$ cat src/design/ptl_pkg.sv
// ----------------------------------------------------------------------------
// ptl_pkg
// shared types and codes for the pid tagged translation buffer
// ----------------------------------------------------------------------------
package ptl_pkg;

    // operation codes carried in the kind field
    localparam logic [2:0] KIND_LOOKUP     = 3'd0;
    localparam logic [2:0] KIND_INSERT     = 3'd1;
    localparam logic [2:0] KIND_INV_ENTRY  = 3'd2;
    localparam logic [2:0] KIND_INV_PID    = 3'd3;
    localparam logic [2:0] KIND_INV_FRAME  = 3'd4;
    localparam logic [2:0] KIND_CLEAR_STAT = 3'd5;

    // compare modes of the entry unit
    localparam logic [1:0] MATCH_TAG   = 2'd0;
    localparam logic [1:0] MATCH_PID   = 2'd1;
    localparam logic [1:0] MATCH_FRAME = 2'd2;

    // rank update operations
    localparam logic UPD_PROMOTE = 1'b0;
    localparam logic UPD_DROP    = 1'b1;

    // fixed field widths of the channels
    localparam int PID_IN_W    = 8;
    localparam int PAGE_IN_W   = 20;
    localparam int FRAME_IN_W  = 20;
    localparam int FRAME_OUT_W = 20;
    localparam int CNT_W       = 32;

    localparam logic [CNT_W-1:0] CNT_MAX = '1;

    typedef struct packed {
        logic [2:0]            kind;
        logic [PID_IN_W-1:0]   proc_id;
        logic [PAGE_IN_W-1:0]  page_num;
        logic [FRAME_IN_W-1:0] frame_in;
    } req_item_t;

    typedef struct packed {
        logic                   hit;
        logic [FRAME_OUT_W-1:0] frame_out;
        logic                   evicted;
        logic [CNT_W-1:0]       hit_total;
        logic [CNT_W-1:0]       miss_total;
        logic [CNT_W-1:0]       evict_total;
    } rsp_item_t;

    // control of the shared entry unit
    typedef struct packed {
        logic [1:0] match_mode;
        logic       upd_op;
    } alu_ctl_t;

    // flags from the shared entry unit
    typedef struct packed {
        logic match;
        logic oldest;
    } alu_res_t;

endpackage

$ cat src/design/ptl_entry_ram.sv
// ----------------------------------------------------------------------------
// ptl_entry_ram
// entry store: one write port, one read port with registered read data
// ----------------------------------------------------------------------------
module ptl_entry_ram #(
    parameter int DEPTH = 16,
    parameter int WIDTH = 52
) (
    input  logic                     clk,
    input  logic                     rd_en,
    input  logic [$clog2(DEPTH)-1:0] rd_addr,
    output logic [WIDTH-1:0]         rd_data,
    input  logic                     wr_en,
    input  logic [$clog2(DEPTH)-1:0] wr_addr,
    input  logic [WIDTH-1:0]         wr_data
);

    logic [WIDTH-1:0] entry_mem [DEPTH];
    logic [WIDTH-1:0] rd_data_reg;

    // write port
    always_ff @(posedge clk)
    begin
        if (wr_en)
        begin
            entry_mem[wr_addr] <= wr_data;
        end
    end

    // read port
    always_ff @(posedge clk)
    begin
        if (rd_en)
        begin
            rd_data_reg <= entry_mem[rd_addr];
        end
    end

    assign rd_data = rd_data_reg;

endmodule

$ cat src/design/ptl_entry_alu.sv
// ----------------------------------------------------------------------------
// ptl_entry_alu
// shared per-entry unit: tag, pid or frame compare, oldest check and rank adjust
// ----------------------------------------------------------------------------
module ptl_entry_alu #(
    parameter int ENTRIES     = 16,
    parameter int PID_WIDTH   = 8,
    parameter int PAGE_WIDTH  = 20,
    parameter int FRAME_WIDTH = 20
) (
    input  ptl_pkg::alu_ctl_t              ctl,
    input  logic                           ent_valid,
    input  logic [PID_WIDTH-1:0]           ent_pid,
    input  logic [PAGE_WIDTH-1:0]          ent_page,
    input  logic [FRAME_WIDTH-1:0]         ent_frame,
    input  logic [$clog2(ENTRIES)-1:0]     ent_rank,
    input  logic [PID_WIDTH-1:0]           key_pid,
    input  logic [PAGE_WIDTH-1:0]          key_page,
    input  logic [FRAME_WIDTH-1:0]         key_frame,
    input  logic                           is_target,
    input  logic [$clog2(ENTRIES)-1:0]     tgt_rank,
    output ptl_pkg::alu_res_t              res,
    output logic [$clog2(ENTRIES)-1:0]     new_rank
);
    import ptl_pkg::*;

    localparam int IDX_W = $clog2(ENTRIES);
    localparam logic [IDX_W-1:0] LAST_RANK = IDX_W'(ENTRIES - 1);

    logic pid_eq;
    logic page_eq;
    logic frame_eq;
    logic rank_lt;
    logic rank_gt;

    assign pid_eq   = (ent_pid == key_pid);
    assign page_eq  = (ent_page == key_page);
    assign frame_eq = (ent_frame == key_frame);
    assign rank_lt  = (ent_rank < tgt_rank);
    assign rank_gt  = (ent_rank > tgt_rank);

    // match against the key under the selected mode
    always_comb
    begin
        res.match = 1'b0;
        case (ctl.match_mode)
            MATCH_TAG:   res.match = ent_valid && pid_eq && page_eq;
            MATCH_PID:   res.match = ent_valid && pid_eq;
            MATCH_FRAME: res.match = ent_valid && frame_eq;
            default:     res.match = 1'b0;
        endcase
        res.oldest = ent_valid && (ent_rank == LAST_RANK);
    end

    // rank after promotion or removal of the target
    always_comb
    begin
        new_rank = ent_rank;
        if (ctl.upd_op == UPD_PROMOTE)
        begin
            if (is_target)
            begin
                new_rank = '0;
            end
            else if (ent_valid && rank_lt)
            begin
                new_rank = ent_rank + 1'b1;
            end
        end
        else
        begin
            if (!is_target && ent_valid && rank_gt)
            begin
                new_rank = ent_rank - 1'b1;
            end
        end
    end

endmodule

$ cat src/design/pid_tagged_tlb_lru.sv
// ----------------------------------------------------------------------------
// pid_tagged_tlb_lru
// fully associative translation buffer with process id tags and lru ranks
// ----------------------------------------------------------------------------
// usage
//   req channel (req_valid / req_ready / req_item) carries one operation:
//   lookup, insert, invalidate entry, invalidate pid, invalidate frame or
//   clear statistics. rsp channel (rsp_valid / rsp_ready / rsp_item) returns
//   one result per request with the hit flag, frame, evicted flag and the
//   three saturating counters after the operation.
//   every operation but clear statistics walks the entry store one entry per
//   cycle through one shared compare and rank unit: a match pass, a decision
//   step, and for hits, inserts and removals an update pass; a clear goes
//   straight to the decision step. invalidate by pid or frame repeats match
//   and update once per removed entry and ends with one more match pass.
//   req_ready is high only while no operation is in progress.
//   a finished result sits in an output register; the next request is
//   taken while it waits. a stalled receiver holds the block in its last
//   step until the output register frees.
//   reset empties the buffer through per-entry valid bits and clears the
//   counters; the entry store itself needs no clearing pass.
// ----------------------------------------------------------------------------
module pid_tagged_tlb_lru #(
    parameter int ENTRIES     = 16,
    parameter int PID_WIDTH   = 8,
    parameter int PAGE_WIDTH  = 20,
    parameter int FRAME_WIDTH = 20
) (
    input  logic               clk,
    input  logic               rst_n,
    input  logic               req_valid,
    output logic               req_ready,
    input  ptl_pkg::req_item_t req_item,
    output logic               rsp_valid,
    input  logic               rsp_ready,
    output ptl_pkg::rsp_item_t rsp_item
);
    import ptl_pkg::*;

    localparam int IDX_W  = $clog2(ENTRIES);
    localparam int WORD_W = PID_WIDTH + PAGE_WIDTH + FRAME_WIDTH + IDX_W;
    localparam logic [IDX_W-1:0] LAST_IDX = IDX_W'(ENTRIES - 1);

    localparam logic [2:0] ST_IDLE   = 3'd0;
    localparam logic [2:0] ST_MATCH  = 3'd1;
    localparam logic [2:0] ST_DECIDE = 3'd2;
    localparam logic [2:0] ST_UPDATE = 3'd3;
    localparam logic [2:0] ST_DONE   = 3'd4;

    function automatic logic [CNT_W-1:0] sat_inc(input logic [CNT_W-1:0] c);
        return (c == CNT_MAX) ? c : c + 1'b1;
    endfunction

    // control state
    logic [2:0]             state_reg, state_next;
    logic                   issue_reg, issue_next;
    logic                   dval_reg, dval_next;
    logic [ENTRIES-1:0]     valid_reg, valid_next;
    logic                   found_reg, found_next;
    logic                   free_found_reg, free_found_next;
    logic                   victim_found_reg, victim_found_next;
    logic [CNT_W-1:0]       hit_cnt_reg, hit_cnt_next;
    logic [CNT_W-1:0]       miss_cnt_reg, miss_cnt_next;
    logic [CNT_W-1:0]       evict_cnt_reg, evict_cnt_next;
    logic                   rsp_valid_reg, rsp_valid_next;

    // operation payload
    req_item_t              item_reg, item_next;
    logic [IDX_W-1:0]       idx_reg, idx_next;
    logic [IDX_W-1:0]       didx_reg, didx_next;
    logic [IDX_W-1:0]       tgt_reg, tgt_next;
    logic [IDX_W-1:0]       tgt_rank_reg, tgt_rank_next;
    logic [FRAME_WIDTH-1:0] tgt_frame_reg, tgt_frame_next;
    logic [IDX_W-1:0]       free_idx_reg, free_idx_next;
    logic [IDX_W-1:0]       victim_reg, victim_next;
    logic                   upd_op_reg, upd_op_next;
    logic                   wr_tags_reg, wr_tags_next;
    logic                   wr_frame_reg, wr_frame_next;
    logic                   hit_flag_reg, hit_flag_next;
    logic [FRAME_OUT_W-1:0] fout_reg, fout_next;
    logic                   ev_reg, ev_next;
    rsp_item_t              rsp_item_reg, rsp_item_next;

    // key fields fitted to the stored widths
    logic [31:0]            pid_ext;
    logic [31:0]            page_ext;
    logic [31:0]            frame_ext;
    logic [31:0]            tgt_frame_ext;
    logic [PID_WIDTH-1:0]   key_pid;
    logic [PAGE_WIDTH-1:0]  key_page;
    logic [FRAME_WIDTH-1:0] key_frame;

    assign pid_ext       = 32'(item_reg.proc_id);
    assign page_ext      = 32'(item_reg.page_num);
    assign frame_ext     = 32'(item_reg.frame_in);
    assign tgt_frame_ext = 32'(tgt_frame_reg);
    assign key_pid       = pid_ext[PID_WIDTH-1:0];
    assign key_page      = page_ext[PAGE_WIDTH-1:0];
    assign key_frame     = frame_ext[FRAME_WIDTH-1:0];

    // entry store
    logic                   wr_en;
    logic [WORD_W-1:0]      wr_word;
    logic [WORD_W-1:0]      rd_word;

    ptl_entry_ram #(
        .DEPTH (ENTRIES),
        .WIDTH (WORD_W)
    ) u_ram (
        .clk     (clk),
        .rd_en   (issue_reg),
        .rd_addr (idx_reg),
        .rd_data (rd_word),
        .wr_en   (wr_en),
        .wr_addr (didx_reg),
        .wr_data (wr_word)
    );

    // fields of the entry in the data stage
    logic [PID_WIDTH-1:0]   ent_pid;
    logic [PAGE_WIDTH-1:0]  ent_page;
    logic [FRAME_WIDTH-1:0] ent_frame;
    logic [IDX_W-1:0]       ent_rank;
    logic                   ent_valid;
    logic                   is_target;

    assign ent_pid   = rd_word[WORD_W-1 -: PID_WIDTH];
    assign ent_page  = rd_word[IDX_W+FRAME_WIDTH +: PAGE_WIDTH];
    assign ent_frame = rd_word[IDX_W +: FRAME_WIDTH];
    assign ent_rank  = rd_word[IDX_W-1:0];
    assign ent_valid = valid_reg[didx_reg];
    assign is_target = (didx_reg == tgt_reg);

    // shared compare and rank unit
    alu_ctl_t               alu_ctl;
    alu_res_t               alu_res;
    logic [IDX_W-1:0]       new_rank;

    always_comb
    begin
        alu_ctl.upd_op = upd_op_reg;
        case (item_reg.kind) inside
            KIND_INV_PID:   alu_ctl.match_mode = MATCH_PID;
            KIND_INV_FRAME: alu_ctl.match_mode = MATCH_FRAME;
            default:        alu_ctl.match_mode = MATCH_TAG;
        endcase
    end

    ptl_entry_alu #(
        .ENTRIES     (ENTRIES),
        .PID_WIDTH   (PID_WIDTH),
        .PAGE_WIDTH  (PAGE_WIDTH),
        .FRAME_WIDTH (FRAME_WIDTH)
    ) u_alu (
        .ctl       (alu_ctl),
        .ent_valid (ent_valid),
        .ent_pid   (ent_pid),
        .ent_page  (ent_page),
        .ent_frame (ent_frame),
        .ent_rank  (ent_rank),
        .key_pid   (key_pid),
        .key_page  (key_page),
        .key_frame (key_frame),
        .is_target (is_target),
        .tgt_rank  (tgt_rank_reg),
        .res       (alu_res),
        .new_rank  (new_rank)
    );

    // write-back word of the update pass
    logic                   take_tags;
    logic                   take_frame;

    assign take_tags  = is_target && wr_tags_reg;
    assign take_frame = is_target && (wr_tags_reg || wr_frame_reg);
    assign wr_en      = (state_reg == ST_UPDATE) && dval_reg;
    assign wr_word    = {take_tags ? key_pid : ent_pid,
                         take_tags ? key_page : ent_page,
                         take_frame ? key_frame : ent_frame,
                         new_rank};

    // sequencer
    always_comb
    begin
        state_next        = state_reg;
        issue_next        = issue_reg;
        idx_next          = idx_reg;
        dval_next         = issue_reg;
        didx_next         = idx_reg;
        valid_next        = valid_reg;
        found_next        = found_reg;
        free_found_next   = free_found_reg;
        victim_found_next = victim_found_reg;
        hit_cnt_next      = hit_cnt_reg;
        miss_cnt_next     = miss_cnt_reg;
        evict_cnt_next    = evict_cnt_reg;
        rsp_valid_next    = rsp_valid_reg;
        item_next         = item_reg;
        tgt_next          = tgt_reg;
        tgt_rank_next     = tgt_rank_reg;
        tgt_frame_next    = tgt_frame_reg;
        free_idx_next     = free_idx_reg;
        victim_next       = victim_reg;
        upd_op_next       = upd_op_reg;
        wr_tags_next      = wr_tags_reg;
        wr_frame_next     = wr_frame_reg;
        hit_flag_next     = hit_flag_reg;
        fout_next         = fout_reg;
        ev_next           = ev_reg;
        rsp_item_next     = rsp_item_reg;

        // scan address walk
        if (issue_reg)
        begin
            if (idx_reg == LAST_IDX)
            begin
                issue_next = 1'b0;
            end
            else
            begin
                idx_next = idx_reg + 1'b1;
            end
        end

        // output register drains on transfer
        if (rsp_valid_reg && rsp_ready)
        begin
            rsp_valid_next = 1'b0;
        end

        unique case (state_reg)
            ST_IDLE:
            begin
                if (req_valid)
                begin
                    item_next     = req_item;
                    hit_flag_next = 1'b0;
                    fout_next     = '0;
                    ev_next       = 1'b0;
                    wr_tags_next  = 1'b0;
                    wr_frame_next = 1'b0;
                    case (req_item.kind) inside
                        KIND_LOOKUP, KIND_INSERT, KIND_INV_ENTRY,
                        KIND_INV_PID, KIND_INV_FRAME:
                        begin
                            state_next        = ST_MATCH;
                            issue_next        = 1'b1;
                            idx_next          = '0;
                            found_next        = 1'b0;
                            free_found_next   = 1'b0;
                            victim_found_next = 1'b0;
                        end
                        default:
                        begin
                            state_next = ST_DECIDE;
                        end
                    endcase
                end
            end

            ST_MATCH:
            begin
                if (dval_reg)
                begin
                    if (alu_res.match && !found_reg)
                    begin
                        found_next     = 1'b1;
                        tgt_next       = didx_reg;
                        tgt_rank_next  = ent_rank;
                        tgt_frame_next = ent_frame;
                    end
                    if (!ent_valid && !free_found_reg)
                    begin
                        free_found_next = 1'b1;
                        free_idx_next   = didx_reg;
                    end
                    if (alu_res.oldest)
                    begin
                        victim_found_next = 1'b1;
                        victim_next       = didx_reg;
                    end
                    if (didx_reg == LAST_IDX)
                    begin
                        state_next = ST_DECIDE;
                    end
                end
            end

            ST_DECIDE:
            begin
                state_next = ST_DONE;
                unique case (item_reg.kind) inside
                    KIND_LOOKUP:
                    begin
                        if (found_reg)
                        begin
                            hit_flag_next = 1'b1;
                            fout_next     = tgt_frame_ext[FRAME_OUT_W-1:0];
                            hit_cnt_next  = sat_inc(hit_cnt_reg);
                            upd_op_next   = UPD_PROMOTE;
                            state_next    = ST_UPDATE;
                            issue_next    = 1'b1;
                            idx_next      = '0;
                        end
                        else
                        begin
                            miss_cnt_next = sat_inc(miss_cnt_reg);
                        end
                    end
                    KIND_INSERT:
                    begin
                        upd_op_next = UPD_PROMOTE;
                        state_next  = ST_UPDATE;
                        issue_next  = 1'b1;
                        idx_next    = '0;
                        if (found_reg)
                        begin
                            wr_frame_next = 1'b1;
                        end
                        else
                        begin
                            wr_tags_next  = 1'b1;
                            tgt_rank_next = LAST_IDX;
                            if (free_found_reg)
                            begin
                                tgt_next = free_idx_reg;
                            end
                            else
                            begin
                                tgt_next       = victim_reg;
                                ev_next        = 1'b1;
                                evict_cnt_next = sat_inc(evict_cnt_reg);
                            end
                        end
                    end
                    KIND_INV_ENTRY, KIND_INV_PID, KIND_INV_FRAME:
                    begin
                        if (found_reg)
                        begin
                            upd_op_next = UPD_DROP;
                            state_next  = ST_UPDATE;
                            issue_next  = 1'b1;
                            idx_next    = '0;
                        end
                    end
                    KIND_CLEAR_STAT:
                    begin
                        hit_cnt_next   = '0;
                        miss_cnt_next  = '0;
                        evict_cnt_next = '0;
                    end
                    default:
                    begin
                        state_next = ST_DONE;
                    end
                endcase
            end

            ST_UPDATE:
            begin
                if (dval_reg)
                begin
                    if (is_target)
                    begin
                        valid_next[didx_reg] = (upd_op_reg == UPD_PROMOTE);
                    end
                    if (didx_reg == LAST_IDX)
                    begin
                        case (item_reg.kind) inside
                            KIND_INV_PID, KIND_INV_FRAME:
                            begin
                                // look for the next entry to remove
                                state_next        = ST_MATCH;
                                issue_next        = 1'b1;
                                idx_next          = '0;
                                found_next        = 1'b0;
                                free_found_next   = 1'b0;
                                victim_found_next = 1'b0;
                            end
                            default:
                            begin
                                state_next = ST_DONE;
                            end
                        endcase
                    end
                end
            end

            ST_DONE:
            begin
                if (!rsp_valid_reg || rsp_ready)
                begin
                    rsp_item_next.hit         = hit_flag_reg;
                    rsp_item_next.frame_out   = fout_reg;
                    rsp_item_next.evicted     = ev_reg;
                    rsp_item_next.hit_total   = hit_cnt_reg;
                    rsp_item_next.miss_total  = miss_cnt_reg;
                    rsp_item_next.evict_total = evict_cnt_reg;
                    rsp_valid_next            = 1'b1;
                    state_next                = ST_IDLE;
                end
            end

            default:
            begin
                state_next = ST_IDLE;
            end
        endcase
    end

    // control registers
    always_ff @(posedge clk or negedge rst_n)
    begin
        if (!rst_n)
        begin
            state_reg        <= ST_IDLE;
            issue_reg        <= 1'b0;
            dval_reg         <= 1'b0;
            valid_reg        <= '0;
            found_reg        <= 1'b0;
            free_found_reg   <= 1'b0;
            victim_found_reg <= 1'b0;
            hit_cnt_reg      <= '0;
            miss_cnt_reg     <= '0;
            evict_cnt_reg    <= '0;
            rsp_valid_reg    <= 1'b0;
        end
        else
        begin
            state_reg        <= state_next;
            issue_reg        <= issue_next;
            dval_reg         <= dval_next;
            valid_reg        <= valid_next;
            found_reg        <= found_next;
            free_found_reg   <= free_found_next;
            victim_found_reg <= victim_found_next;
            hit_cnt_reg      <= hit_cnt_next;
            miss_cnt_reg     <= miss_cnt_next;
            evict_cnt_reg    <= evict_cnt_next;
            rsp_valid_reg    <= rsp_valid_next;
        end
    end

    // payload registers
    always_ff @(posedge clk)
    begin
        item_reg      <= item_next;
        idx_reg       <= idx_next;
        didx_reg      <= didx_next;
        tgt_reg       <= tgt_next;
        tgt_rank_reg  <= tgt_rank_next;
        tgt_frame_reg <= tgt_frame_next;
        free_idx_reg  <= free_idx_next;
        victim_reg    <= victim_next;
        upd_op_reg    <= upd_op_next;
        wr_tags_reg   <= wr_tags_next;
        wr_frame_reg  <= wr_frame_next;
        hit_flag_reg  <= hit_flag_next;
        fout_reg      <= fout_next;
        ev_reg        <= ev_next;
        rsp_item_reg  <= rsp_item_next;
    end

    assign req_ready = (state_reg == ST_IDLE);
    assign rsp_valid = rsp_valid_reg;
    assign rsp_item  = rsp_item_reg;

    // store writes happen only in the update pass
    a_write_in_update: assert property (@(posedge clk) disable iff (!rst_n)
        wr_en |-> (state_reg == ST_UPDATE))
        else $error("entry store written outside the update pass");

    // scan data only arrives while a pass runs
    a_data_in_pass: assert property (@(posedge clk) disable iff (!rst_n)
        dval_reg |-> ((state_reg == ST_MATCH) || (state_reg == ST_UPDATE)))
        else $error("scan data outside a pass");

    // a full buffer always holds an oldest entry to evict
    a_victim_exists: assert property (@(posedge clk) disable iff (!rst_n)
        ((state_reg == ST_DECIDE) && (item_reg.kind == KIND_INSERT)
         && !found_reg && !free_found_reg) |-> victim_found_reg)
        else $error("insert into full buffer without an oldest entry");

    // a finished result reaches the output register when it is free
    a_result_loaded: assert property (@(posedge clk) disable iff (!rst_n)
        ((state_reg == ST_DONE) && !rsp_valid_reg) |=> rsp_valid_reg)
        else $error("result not loaded into a free output register");

    // no new request taken while a pass is running
    a_no_accept_busy: assert property (@(posedge clk) disable iff (!rst_n)
        (issue_reg || dval_reg) |-> !req_ready)
        else $error("request ready during a scan pass");

endmodule
$ cat config.mk
export PLATFORM = sky130hd
export DESIGN_NAME = pid_tagged_tlb_lru
export DESIGN_NICKNAME = d
export VERILOG_FILES = /design/src/design/ptl_pkg.sv /design/src/design/ptl_entry_ram.sv /design/src/design/ptl_entry_alu.sv /design/src/design/pid_tagged_tlb_lru.sv
export SDC_FILE = /design/constraint.sdc
export NUM_CORES = 1
export LEC_CHECK = 0
export BUFFER_PORTS_ARGS = -buffer_cell sky130_fd_sc_hd__buf_4
export CAP_MARGIN = 20
export CORE_UTILIZATION = 58
export CTS_BUF_LIST = sky130_fd_sc_hd__clkbuf_8
export CTS_CLUSTER_SIZE = 12
export DETAILED_ROUTE_END_ITERATION = 6
export PLACE_DENSITY = 0.85
export SYNTH_ARGS = -nofsm -noshare
export SYNTH_HDL_FRONTEND = slang
export SYNTH_SLANG_ARGS = --single-unit
$ cat constraint.sdc
create_clock -name clk -period 5.1 [get_ports clk]
set_clock_uncertainty 0.1 [all_clocks]
set_input_delay 0.51 -clock clk [delete_from_list [all_inputs] [get_ports clk]]
set_output_delay 0.51 -clock clk [all_outputs]
set_load 0.01 [all_outputs]
* Yosys cells after proc, flatten, opt, wreduce, memory -nomap -nowiden *
Memories as Yosys holds them, arrays and structs flattened. A register that Yosys moved wholly into a read port is not among the register bits.
Cells that the tools add are included.

word-level totals
  memory bits (writable) = 832
  memories = 1
  word-level logic and storage cells = 248
  output and inout bits = 120
  bits in registers = 358
  input bits = 55

memory list
  name             depth  width  rd ports  clocked after Yosys merged registers in  write ports  RTL line             text
  u_ram.entry_mem  16     52     1         1                                        1            ptl_entry_ram.sv:18  logic [WIDTH-1:0] entry_mem [DEPTH];

cells by class
  magnitude comparators = 4
  bitwise operators = 1
  equal/unequal tests = 48
  $add $sub $neg = 6
  reductions and logical operators = 53
  multiplexer cells = 102

operators with widths
  operator                                        number
  2-to-1 mux 32 bit                               7
  case mux 32 bit (2 select lines)                3
  2-to-1 mux 20 bit                               5
  adder 32 x 1 -> 32 bit (second input constant)  3
  == test 32 bit (second input constant)          3
  2-to-1 mux 4 bit                                21
  == test 20 bit                                  2
  != test 2 bit (second input constant)           20
  case mux 20 bit (2 select lines)                1
  2-to-1 mux 1 bit                                34
  2-to-1 mux 3 bit                                8
  case mux 4 bit (2 select lines)                 3
  AND reduction 4 bit                             6
  == test 3 x 2 -> 1 bit (second input constant)  6
  bitwise mux 16 bit                              1
  AND reduction 8 bit                             2
  case mux 1 bit (3 select lines)                 5
  case mux 3 bit (5 select lines)                 1
  AND reduction 5 bit                             3
  logical AND 1 bit                               14
  == test 3 bit (second input constant)           4
  == test 4 bit (second input constant)           3
  case mux 4 bit (3 select lines)                 1
  AND reduction 3 bit                             4
  other kinds (31)                                54

* Longest topological paths before layout *
  word-level depth = 9
  mapped depth = 10
  depth with buffers taken out = 8

* Cells and area by module *
A second synthesis with hierarchy kept.

second synthesis, totals
  cells, all modules = 2597
  area, all modules = 48610.4 um^2

by module, submodules not included
  module              sequential area each (um^2)  times used  area each (um^2)  cells each
  ptl_entry_ram       26545.5                      1           32736.4           1344
  pid_tagged_tlb_lru  10069.7                      1           14943.1           1133
  ptl_entry_alu       0.0                          1           930.9             120

* Worst setup path after synthesis *
No wires, ideal clock.

  path type = reg2reg
  start point = reg state_reg[2]
  end point = mem u_ram.entry_mem[0][0], enable pin
  library setup time = 0.526 ns
  period minus slack after synthesis = 5.560 ns
  stages on the path, launching flop included = 7
  buffers on the path = 2
  arrival time = 4.934 ns
  required time = 4.474 ns
  slack = -0.460 ns
  path through = dfrtp_1 -> clkbuf_1 -> nor2b_1 -> nand3_1 -> or3_1 -> clkbuf_1 -> nor3_1

on the way
  longest elaborated chain between the ends = 4

RTL lines
  what                                    RTL line                   text
  start: declaration                      pid_tagged_tlb_lru.sv:55   logic [2:0] state_reg, state_next;
  start signal: assignment                pid_tagged_tlb_lru.sv:430  state_reg <= state_next;
  == test 3 x 2 -> 1 bit                  pid_tagged_tlb_lru.sv:176  assign wr_en = (state_reg == ST_UPDATE) && dval_reg;
  logical AND 1 bit                       pid_tagged_tlb_lru.sv:176
  2-to-1 mux 1 bit                        ptl_entry_ram.sv:24        if (wr_en)
  2-to-1 mux 1 bit (not written as such)  ptl_entry_ram.sv:26        entry_mem[wr_addr] <= wr_data;
  end: declaration                        ptl_entry_ram.sv:18

No other way between the ends.

* Worst setup path after layout *
  start point = reg state_reg[0]
  end point = mem u_ram.entry_mem[9][50], enable pin

The elaborated chain is that of the path after synthesis.

==> run_results.csv <==
group,metric,value,unit
clock_network,post_cts_buffers,0,
drt,route.detailed.drc,0,
logic_synthesis,synth_edf_count,1114,
flow_run,maxCapViolations,0,
setup_path,cp-start-kind,"flop",
logic_synthesis,ys_seq_area_share,75.9,%
die,start_util,58.7,%
cells_and_area,largest_reg_flops,832,
logic_synthesis,avgSynthCellArea,20.0,um^2
clock_network,cts_hold_buf,54,
timing,fin_crit_sh,69.2,%
timing,hold_viol_final,0,
logic_synthesis,netlist.area_leader.share,69.4,%
power,power.static_leakage,18.8,nW
setup_path,reg2reg_depth,6,
logic_synthesis,synth_cells,2409,
setup_path,crit_path_end_kind,"flop",
setup_path,crit_type,"reg -> reg",
logic_synthesis,ys_types,72,
global_route,grt_pass1_vias,25900,
setup_path,worstPathArrival,3900,ps
timing,finalMaxSlewViolations,0,
clock_network,h-tree-depth,4,
power,worst_ir_drop_vdd,0.000405,V
power,power.share.combinational,22.3,%
cells_and_area,multi_input_area,0.0113,mm^2
die,coreArea,0.0821,mm^2
logic_synthesis,synth_top_cell_by_area,"edfxtp_1",
global_route,grt_overflow,0,
drt,first_iter_violations,3220,
logic_synthesis,mappedNetlistArea,0.0482,mm^2
clock_network,clk_pin_slew,60,ps
global_route,grtUsageTotal,25.7,%
clock_network,cts_tree,"yes",
die,rows,105,
die,fp.dieW,290,um
timing,maxSlewHeadroom,24.1,%
drt,drt-total-wl,107,mm
setup_path,required,5470,ps
timing,tightest_slew,1140,ps
cells_and_area,area_growth,14.3,%
cells_and_area,nFillCells,4790,
timing,rsz0062_at_grt,"false",
die,dieArea,0.0843,mm^2
cells_and_area,finish.instance_area,0.0551,mm^2
setup_path,cp_max_fo,20,
drt,wl_per_cell,26.8,um
cells_and_area,final_cell_mix,"edfxtp_1 (1114), mux4_2 (264), buf_4 (211)",
cells_and_area,drive_above_1_share,27.4,%
power,powerDensity,515,mW/mm^2
logic_synthesis,synth_area_leaders,"edfxtp_1 (69%), mux4_2 (12%), dfrtp_1 (6.2%)",
hold_path,min_path_type,"in -> async",
global_route,grt_pass1_wl,160,mm
clock_network,cts_resized,0,
cells_and_area,final_common_cell,"edfxtp_1",
drt,vias,25300,
placed_design,gp_congestion,0.843,
clock_network,cts_max_path_buffers,3,
global_route,antenna_found_initial,1,
placed_design,port-buffer-count,174,
clock_network,numCtsBuffers,183,
clock_network,cts-root-buf,"clkbuf_8",
outcome,outcome,"finished, final reports clean",
die,die_h,290,um
timing,fin_setup_tns,0,ps
cells_and_area,nets,2824,
power,p_switching,8.23,mW
placed_design,postPlaceCellArea,0.0510,mm^2
logic_synthesis,yosysWarnings,0,
clock_network,clk_latency,860,ps
drt,ant_nets,0,
power,seqPwrFrac,50.6,%
die,ios,175,
logic_synthesis,synth-main-ff-cell,"edfxtp_1",
power,swShare,29.0,%
drt,vias_per_cell,6.36,
global_route,grt_max_degree,78,
power,pwr-share-clk,27.1,%
drt,drt-pass1-iter-count,5,
timing,finalSetupViolCount,0,
timing,fmax,283,MHz
placed_design,dpl.hpwl,58.4,mm
logic_synthesis,syn-num-nets,2474,
power,p_int,20.2,mW
logic_synthesis,synthArstFlopShare,9.66,%
cells_and_area,regArea,0.0366,mm^2
logic_synthesis,ys_ff_latch,1242,
clock_network,cts_sinks,1242,
timing,post-route-min-period,3530,ps
## power groups by stage
| stage | clock [mW] | sequential (mW) | combinational (mW) |
|---|---|---|---|
| 2_1_floorplan | 0 | 14.0 | 4.77 |
| 3_5_place_dp | 0 | 14.5 | 6.23 |
| 4_1_cts | 7.76 | 14.3 | 6.30 |
| 6_report | 7.68 | 14.4 | 6.33 |
| 5_1_grt | 8.20 | 14.5 | 6.72 |
| 3_3_place_gp | 0 | 14.4 | 5.88 |
## cell type report
class / count / share of cell area [%]
timing repair buffer: 271 / 4.08
clock buffer: 187 / 4.67
antenna: 1 / 0.00454
multi-input combinational: 1044 / 20.5
sequential: 1242 / 66.5
inverter: 17 / 0.116
tap: 1070 / 2.43
clock inverter: 148 / 1.74
## layer usage
metal  share of wire [%]  GRT usage, %  up-vias
li1                    -             -    10500
met1                  37          33.4    13000
met2                  52          43.5     1580
met3                 9.3          5.23      206
met4                 2.5          8.59        0
met5                   0             0        -
## kinds of logic after synthesis
logic type	Yosys count	synth area share [%]
DFF	1242	75.9
and+or+nand+nor	446	4.85
muxes	323	13.7
AOI/OAI and AO/OA	139	1.97
xor gates and xnor gates	126	2.29
buffers and inverters	123	0.999
adders and majority gates	10	0.260
## worst paths after layout
| path | startpoint | endpoint | slack [ps] |
|---|---|---|---|
| min in group clk | req_item[24] | key_page[4]$_DFFE_PP_ | 270 |
| setup / recovery | state_reg[0]$_DFFE_PN0P_ | u_ram.entry_mem[9][50]$_DFFE_PP_ | 1570 |
| max in group asynchronous | rst_n | dval_next$_DFF_PN0_ | 3340 |
| hold / removal | rst_n | hit_cnt_reg[15]$_DFFE_PN0P_ | 210 |
| setup reg to reg | state_reg[0]$_DFFE_PN0P_ | u_ram.entry_mem[9][50]$_DFFE_PP_ | 1570 |
| hold reg to reg | fout_reg[6]$_SDFFCE_PN0P_ | rsp_item[103]$_DFFE_PP_ | 320 |
## stage by stage
step	worst slack [ps]	util (%)	std cells	hold slack [ps]	total power, mW
floorplan	951	-	2409	114	18.7
global placement	1910	62.1	3588	302	20.3
detailed placement	1720	62.1	3590	305	20.8
CTS	1630	67.1	3979	162	28.4
global route	1430	67.1	3980	220	29.4
finish	1570	67.1	3980	213	28.4
## critical path: stages, from the launching register on
cell and delay [ps]:
dfrtp_1 510, nor2b_1 270, nand3_1 160, inv_1 110
nand3b_1 540, nor2_4 970, buf_4 480
## synthesized netlist by cell type (all sizes together) (3+ instances only)
library cell  count
ha               10
and4              4
mux2             50
buf              42
a211oi            6
nand3            52
and4b             3
edfxtp         1114
nand2b           11
o31ai            20
nand4            37
nor2b             8
o211ai            9
or3              21
clkbuf           64
mux4            264
nor3             26
and3             32
a22o              4
nor4             23
o21ai            42
dfxtp             8
a21o              4
a22oi             3
and2             29
dfrtp           120
or4               4
a21oi            32
inv              17
xor2             87
nand2            64
mux2i             9
xnor2            39
nor2            121
Power figures use the tool's default switching activity.
